===== src/design/rs485q_pkg.sv =====
package rs485q_pkg;

	localparam int RING_SIZE = 64;
	localparam int PTR_W     = (RING_SIZE > 1) ? $clog2(RING_SIZE) : 1;
	localparam int BYTE_W    = 8;
	localparam int DELAY_W   = 16;
	localparam int SIL_W     = 8;
	localparam int CFG_IDX_W = 1;
	localparam int CFG_W     = 16;
	localparam int MODE_W    = 3;

	localparam logic [PTR_W-1:0] PTR_LAST = PTR_W'(RING_SIZE - 1);

	localparam logic [MODE_W-1:0] MODE_RX_BYTE  = 3'd0;
	localparam logic [MODE_W-1:0] MODE_TX_READY = 3'd1;
	localparam logic [MODE_W-1:0] MODE_TX_DONE  = 3'd2;
	localparam logic [MODE_W-1:0] MODE_HOST_WR  = 3'd3;
	localparam logic [MODE_W-1:0] MODE_HOST_RD  = 3'd4;
	localparam logic [MODE_W-1:0] MODE_TICK     = 3'd5;
	localparam logic [MODE_W-1:0] MODE_CHK_TO   = 3'd6;
	localparam logic [MODE_W-1:0] MODE_CLR_RX   = 3'd7;

	localparam logic [CFG_IDX_W-1:0] REG_TX_DELAY   = 1'd0;
	localparam logic [CFG_IDX_W-1:0] REG_TO_RELOAD  = 1'd1;

	localparam logic [SIL_W-1:0] TO_RELOAD_RST = 8'd5;

	function automatic logic [PTR_W-1:0] ring_next(input logic [PTR_W-1:0] p);
		return (p == PTR_LAST) ? '0 : p + PTR_W'(1);
	endfunction

endpackage


===== src/design/rs485q_ram.sv =====
module rs485q_ram #(
	parameter int WIDTH = 8,
	parameter int DEPTH = 64
) (
	input  logic                     clk,
	input  logic                     we,
	input  logic [$clog2(DEPTH)-1:0] waddr,
	input  logic [WIDTH-1:0]         wdata,
	input  logic [$clog2(DEPTH)-1:0] raddr,
	output logic [WIDTH-1:0]         rdata
);

	logic [WIDTH-1:0] mem_q [DEPTH];

	always_ff @(posedge clk) begin
		if (we) begin
			mem_q[waddr] <= wdata;
		end
		rdata <= mem_q[raddr];
	end

endmodule


===== src/design/rs485_buffered_uart_queues.sv =====
// channel   signals                          transaction
// --------  -------------------------------  ---------------------------------
// input     in_valid/in_ready                mode, data_byte
// output    out_valid/out_ready              line_tx_*, host_rx_*, stored,
//                                            timeout_seen, driver_enable
// config    cfg_we, cfg_index, cfg_data      write only, no handshake
//
// In each input transaction the accept cycle updates pointers, timers and
// writes the ring; the next cycle picks up the registered ring read at the
// tail pointer and loads the output register.
// A new item is taken once the previous result has left or is leaving the
// output register. Reset (arst_n low) empties both rings and clears timers;
// ring contents are not cleared.
module rs485_buffered_uart_queues (
	input  logic                               clk,
	input  logic                               arst_n,
	input  logic                               in_valid,
	output logic                               in_ready,
	input  logic [rs485q_pkg::MODE_W-1:0]      mode,
	input  logic [rs485q_pkg::BYTE_W-1:0]      data_byte,
	output logic                               out_valid,
	input  logic                               out_ready,
	output logic                               line_tx_valid,
	output logic [rs485q_pkg::BYTE_W-1:0]      line_tx_byte,
	output logic                               host_rx_valid,
	output logic [rs485q_pkg::BYTE_W-1:0]      host_rx_byte,
	output logic                               stored,
	output logic                               timeout_seen,
	output logic                               driver_enable,
	input  logic                               cfg_we,
	input  logic [rs485q_pkg::CFG_IDX_W-1:0]   cfg_index,
	input  logic [rs485q_pkg::CFG_W-1:0]       cfg_data
);

	import rs485q_pkg::*;

	logic [DELAY_W-1:0] tx_delay_q;
	logic [SIL_W-1:0]   to_reload_q;

	logic [PTR_W-1:0] rx_head_q, rx_tail_q, tx_head_q, tx_tail_q;
	logic [DELAY_W-1:0] delay_left_q;
	logic [SIL_W-1:0]   silence_left_q;
	logic               timeout_pending_q;
	logic               line_driving_q;

	logic pend_s1;
	logic tx_pop_s1, rx_pop_s1, stored_s1, to_seen_s1, drv_s1;

	logic [BYTE_W-1:0] rx_rdata, tx_rdata;

	logic accept;
	logic rx_full, tx_full, rx_empty, tx_empty;
	logic rx_push, tx_push, rx_pop, tx_pop;
	logic drv_next;

	assign in_ready = !pend_s1 && (!out_valid || out_ready);
	assign accept   = in_valid && in_ready;

	assign rx_full  = ring_next(rx_head_q) == rx_tail_q;
	assign tx_full  = ring_next(tx_head_q) == tx_tail_q;
	assign rx_empty = rx_head_q == rx_tail_q;
	assign tx_empty = tx_head_q == tx_tail_q;

	assign rx_push = accept && mode == MODE_RX_BYTE && !line_driving_q && !rx_full;
	assign tx_push = accept && mode == MODE_HOST_WR && !tx_full;
	assign rx_pop  = accept && mode == MODE_HOST_RD && !rx_empty;
	assign tx_pop  = accept && mode == MODE_TX_READY && delay_left_q == '0 && !tx_empty;

	// line direction after this transaction
	assign drv_next = tx_pop ? 1'b1 :
		(mode == MODE_TX_DONE && tx_empty) ? 1'b0 : line_driving_q;

	rs485q_ram #(.WIDTH(BYTE_W), .DEPTH(RING_SIZE)) u_rx_ram (
		.clk   (clk),
		.we    (rx_push),
		.waddr (rx_head_q),
		.wdata (data_byte),
		.raddr (rx_tail_q),
		.rdata (rx_rdata)
	);

	rs485q_ram #(.WIDTH(BYTE_W), .DEPTH(RING_SIZE)) u_tx_ram (
		.clk   (clk),
		.we    (tx_push),
		.waddr (tx_head_q),
		.wdata (data_byte),
		.raddr (tx_tail_q),
		.rdata (tx_rdata)
	);

	always_ff @(posedge clk or negedge arst_n) begin
		if (!arst_n) begin
			tx_delay_q  <= '0;
			to_reload_q <= TO_RELOAD_RST;
		end else if (cfg_we) begin
			unique case (cfg_index)
				REG_TX_DELAY:  tx_delay_q  <= cfg_data[DELAY_W-1:0];
				REG_TO_RELOAD: to_reload_q <= cfg_data[SIL_W-1:0];
				default: ;
			endcase
		end
	end

	always_ff @(posedge clk or negedge arst_n) begin
		if (!arst_n) begin
			rx_head_q         <= '0;
			rx_tail_q         <= '0;
			tx_head_q         <= '0;
			tx_tail_q         <= '0;
			delay_left_q      <= '0;
			silence_left_q    <= '0;
			timeout_pending_q <= 1'b0;
			line_driving_q    <= 1'b0;
			pend_s1           <= 1'b0;
			tx_pop_s1         <= 1'b0;
			rx_pop_s1         <= 1'b0;
			stored_s1         <= 1'b0;
			to_seen_s1        <= 1'b0;
			drv_s1            <= 1'b0;
		end else begin
			pend_s1 <= accept;
			if (accept) begin
				tx_pop_s1  <= tx_pop;
				rx_pop_s1  <= rx_pop;
				stored_s1  <= rx_push || tx_push;
				to_seen_s1 <= (mode == MODE_CHK_TO) && timeout_pending_q;
				drv_s1     <= drv_next;

				unique case (mode)
					MODE_RX_BYTE: begin
						if (!line_driving_q) begin
							silence_left_q <= to_reload_q;
							delay_left_q   <= tx_delay_q;
						end
						if (rx_push) begin
							rx_head_q <= ring_next(rx_head_q);
						end
					end
					MODE_TX_READY: begin
						if (tx_pop) begin
							tx_tail_q      <= ring_next(tx_tail_q);
							line_driving_q <= 1'b1;
						end
					end
					MODE_TX_DONE: begin
						if (tx_empty) begin
							line_driving_q <= 1'b0;
						end
					end
					MODE_HOST_WR: begin
						if (tx_push) begin
							tx_head_q <= ring_next(tx_head_q);
						end
					end
					MODE_HOST_RD: begin
						if (rx_pop) begin
							rx_tail_q <= ring_next(rx_tail_q);
						end
					end
					MODE_TICK: begin
						if (delay_left_q != '0) begin
							delay_left_q <= delay_left_q - DELAY_W'(1);
						end
						if (silence_left_q != '0) begin
							silence_left_q <= silence_left_q - SIL_W'(1);
							// flag fires on the tick that brings the counter to zero
							if (silence_left_q == SIL_W'(1)) begin
								timeout_pending_q <= 1'b1;
							end
						end
					end
					MODE_CHK_TO: begin
						timeout_pending_q <= 1'b0;
					end
					MODE_CLR_RX: begin
						rx_head_q <= '0;
						rx_tail_q <= '0;
					end
					default: ;
				endcase
			end
		end
	end

	// output register; ring read data is valid in the cycle after accept
	always_ff @(posedge clk or negedge arst_n) begin
		if (!arst_n) begin
			out_valid <= 1'b0;
		end else if (pend_s1) begin
			out_valid <= 1'b1;
		end else if (out_ready) begin
			out_valid <= 1'b0;
		end
	end

	always_ff @(posedge clk) begin
		if (pend_s1) begin
			line_tx_valid <= tx_pop_s1;
			line_tx_byte  <= tx_pop_s1 ? tx_rdata : '0;
			host_rx_valid <= rx_pop_s1;
			host_rx_byte  <= rx_pop_s1 ? rx_rdata : '0;
			stored        <= stored_s1;
			timeout_seen  <= to_seen_s1;
			driver_enable <= drv_s1;
		end
	end

endmodule


===== config.mk =====
export PLATFORM = sky130hd
export DESIGN_NAME = rs485_buffered_uart_queues
export DESIGN_NICKNAME = d
export VERILOG_FILES = /design/src/design/rs485q_pkg.sv /design/src/design/rs485q_ram.sv /design/src/design/rs485_buffered_uart_queues.sv
export SDC_FILE = /design/constraint.sdc
export NUM_CORES = 1
export LEC_CHECK = 0
export ABC_AREA = 1
export ABC_CLOCK_PERIOD_IN_PS = 6800
export BUFFER_PORTS_ARGS = -buffer_cell sky130_fd_sc_hd__buf_4
export CAP_MARGIN = 15
export CORE_MARGIN = 2
export CORE_UTILIZATION = 30
export CTS_CLUSTER_DIAMETER = 50
export DETAILED_ROUTE_END_ITERATION = 8
export SLEW_MARGIN = 20
export SYNTH_ARGS = -nofsm -noshare
export SYNTH_HDL_FRONTEND = slang
export SYNTH_HIERARCHICAL = 1
export SYNTH_SLANG_ARGS = --single-unit

===== constraint.sdc =====
create_clock -name clk -period 6.8 [get_ports clk]
set_input_delay 1.36 -clock clk [delete_from_list [all_inputs] [get_ports clk]]
set_output_delay 1.36 -clock clk [all_outputs]
set_load 0.01 [all_outputs]

==> results.json <==
{
  "clock_skew_ns": 0.0471,
  "cp_data_arrival_time_ns": 4.70,
  "ios": 56,
  "synth-edff-count": 1045,
  "report.final.slew_viol_count": 0,
  "htreeDepth": 3,
  "syn_nets": 4346,
  "critical_path_class": "flip-flop to flip-flop",
  "ys_async_sr_fraction_pct": 7.09,
  "yosysSeqAreaShare_pct": 69.8,
  "num-fill-cells": 15776,
  "ant_nets": 0,
  "ctsLongestPathBuffers": 3,
  "start_util_pct": 30.1,
  "cellPowerDensity_nw_per_um2": 327,
  "antenna_found_initial": 3,
  "synth_top_area_share_pct": 65.0,
  "postCtsSetupBuffers": 0,
  "clock-sinks": 1142,
  "fmax_mhz": 228,
  "ctsHoldBuffers": 0,
  "totalPowerFinal_w": 0.0176,
  "netlist_instances": 4304,
  "vias": 31848,
  "grt_overflow": 0,
  "die_h_microns": 405,
  "max_slew_margin_pct": 30.1,
  "num_rows": 147,
  "place_congestion": 0.845,
  "setup_violations": 0,
  "clk_pin_slew_ns": 0.06,
  "status": "finished clean",
  "yosysWarningCount": 6,
  "finalCritPeriodShare_pct": 64.5,
  "synth_area_leaders": "edfxtp_1 (65%), nand2_1 (11%), nand3_1 (9.5%), dfrtp_1 (4.1%), buf_6 (1.7%)",
  "dieArea_sq_um": 164000,
  "crit_chain": "a21oi_4, nand2_2, nor3_2, nand2_4, inv_1, nand4_1, nor2_1",
  "cts_tree": "built",
  "final_cells": 6540,
  "grt_first_pass_wirelength_microns": 187000,
  "viasPerCell": 4.87,
  "path_max_fanout": 22,
  "post_route_cells_drive_above_1_share_pct": 8.04,
  "hp-class": "flip-flop to flip-flop",
  "syn2layout_area_growth_pct": 11.9,
  "worstMarginPinSlew_ns": 1.05,
  "drv_cap": 0,
  "grt_max_degree": 184,
  "core_area_sq_um": 160000,
  "cp-start-kind": "flip-flop",
  "cp-end-kind": "flip-flop",
  "drc": 0,
  "fin_tns_setup_ns": 0,
  "crit_path_max_incr_delay_ns": 0.91,
  "fin_nets": 4324,
  "drtIter0Drc": 3637,
  "ys.flop_type": "edfxtp_1",
  "synth.cell_area_sq_um": 48300,
  "power.leakage_nw": 19.5,
  "root_buffer": "clkbuf_16",
  "ys_ff_latch": 1142,
  "dp_hpwl_microns": 72200,
  "final-hold-violation-count": 0,
  "period_minus_slack_ns": 4.39,
  "syn_avg_cell_area_sq_um": 11.2,
  "grt_pass1_vias": 30575,
  "die_x_microns": 405,
  "post_cts_resized": 0,
  "worstPathRequired_ns": 7.11,
  "crit_slowest_cell": "nor2_1",
  "routed_wirelength_microns": 125000,
  "peakVddDrop_mv": 0.409,
  "cts_made_buffers": 115,
  "wl_per_cell_microns": 19.1,
  "ys_types": 49,
  "track_usage_pct": 14.9,
  "insertion_delay_ns": 0.72,
  "yosys.area.top_type": "edfxtp_1",
  "num_antenna_cells": 0,
  "drtPass1Iterations": 6,
  "whs_ns": 0.454,
  "portBuffers": 55,
  "dp.cells": 6325,
  "rsz0062_at_grt": "no"
}
[cell usage after synthesis (2+ instances only)]
cell type and n:
nand4_1 30, o21ai_2 2, dfstp_2 2, nor2_1 169, nand2_4 3, xor2_2 2, buf_1 20, o221ai_1 2
buf_8 4, nor3_1 17, o21ai_0 46, nand3b_1 5, dfxtp_1 16, or2_2 4, clkbuf_1 39, buf_6 72
ha_1 9, a31oi_1 3, nor2_2 6, o21ai_1 9, buf_4 30, inv_1 114, inv_2 10, a22oi_1 3
buf_2 81, edfxtp_1 1045, o211ai_1 6, inv_6 2, xor2_1 19, dfrtp_1 79, nand3_2 6, nand2_2 6
o22ai_1 2, a21oi_1 25, nand2_1 1465, mux2_2 2, nor4_1 18, nand3_1 918, nor3b_1 3
[logic make-up (layout without fill, tap and decap cells)]
| logic type | after synthesis | in the layout | synth area share, % |
|---|---|---|---|
| compound gates | 103 | 103 | 1.24 |
| xor+xnor | 22 | 22 | 0.430 |
| fa+ha+maj | 9 | 9 | 0.233 |
| buf+inv | 372 | 448 | 4.57 |
| flops | 1142 | 1142 | 69.8 |
| mux | 2 | 2 | 0.0466 |
| simple gates | 2654 | 2654 | 23.6 |
[cell usage in the layout (no fill, tap or decap), types with 15 or more instances in the layout]
| cell | instances |
|---|---|
| o21ai_0 | 46 |
| nor2_1 | 169 |
| edfxtp_1 | 1045 |
| nor3_1 | 17 |
| buf_4 | 103 |
| clkbuf_16 | 116 |
| nand3_1 | 918 |
| nor4_1 | 18 |
| nand4_1 | 30 |
| dfxtp_1 | 16 |
| xor2_1 | 19 |
| clkbuf_1 | 15 |
| clkinv_2 | 25 |
| dfrtp_1 | 72 |
| nand2_1 | 1465 |
| a21oi_1 | 25 |
| inv_1 | 112 |
| clkinv_1 | 16 |
[state kept, by name, summed over array words and instances, names as in the netlist, 8 cells and up]
| name | count |
|---|---|
| u_rx_ram/rdata | 8 |
| to_reload_q | 8 |
| silence_left_q | 8 |
| u_tx_ram/rdata | 8 |
| delay_left_q | 16 |
| line_tx_byte | 8 |
| u_rx_ram/mem_q | 512 |
| u_tx_ram/mem_q | 512 |
| host_rx_byte | 8 |
| tx_delay_q | 16 |
[final timing paths]
kind | start | to | slack (ns) | depth (start not counted)
worst max-delay path | pend_s1 | u_tx_ram/mem_q[40][6] | 2.41 | 7
worst min-delay path | drv_s1 | driver_enable | 0.45 | 0
worst max register to register | pend_s1 | u_tx_ram/mem_q[40][6] | 2.41 | 7
worst min register to register | drv_s1 | driver_enable | 0.45 | 0
max in group asynchronous | arst_n | tx_tail_q[0] | 5.09 | 2
min in group asynchronous | arst_n | tx_delay_q[12] | 0.53 | 1
[area by class of cell]
type	instances	area, sq um	area share (%)
Sequential cell	1142	33700	62.5
Multi-Input combinational cell	2790	12400	22.9
Clock buffer	132	2970	5.50
Tap cell	2160	2700	5.00
Clock inverter	83	902	1.67
Timing Repair Buffer	107	845	1.56
Inverter	126	488	0.903
[power by group]
part / internal (W) / switching (W) / total (W)
combinational: 0.000871 / 0.00228 / 0.00315
sequential: 0.00782 / 0.000229 / 0.00805
clock: 0.00370 / 0.00275 / 0.00644
[critical path, delay by kind of cell (launching register included)]
kind                   cells  cell delay [ns]
buffers and inverters      1             0.24
AO/OA/AOI/OAI              1             0.30
AND/OR/NAND/NOR            5             2.65
flip-flops                 1             0.76
[metal layers]
metal	share of wire [%]	GRT usage (%)	wire length, microns	vias to the layer above
met5	0	0	0	-
met4	3.6	5.54	4550	0
met3	7.0	2.65	8800	230
met2	46	24.1	58000	1189
met1	43	20.1	53600	15511
li1	-	-	-	14918
[through the flow]
stage                     utilization [%]  instance area, sq um  worst slack [ns]
after floorplan                         -                 48300              2.69
after global placement               31.3                 50100              2.01
after detailed placement             31.3                 50100              1.89
after CTS                            33.7                 54000              2.38
after global routing                 33.7                 54000              2.21
final                                33.7                 54000              2.41
(Power assumes the default switching activity.)
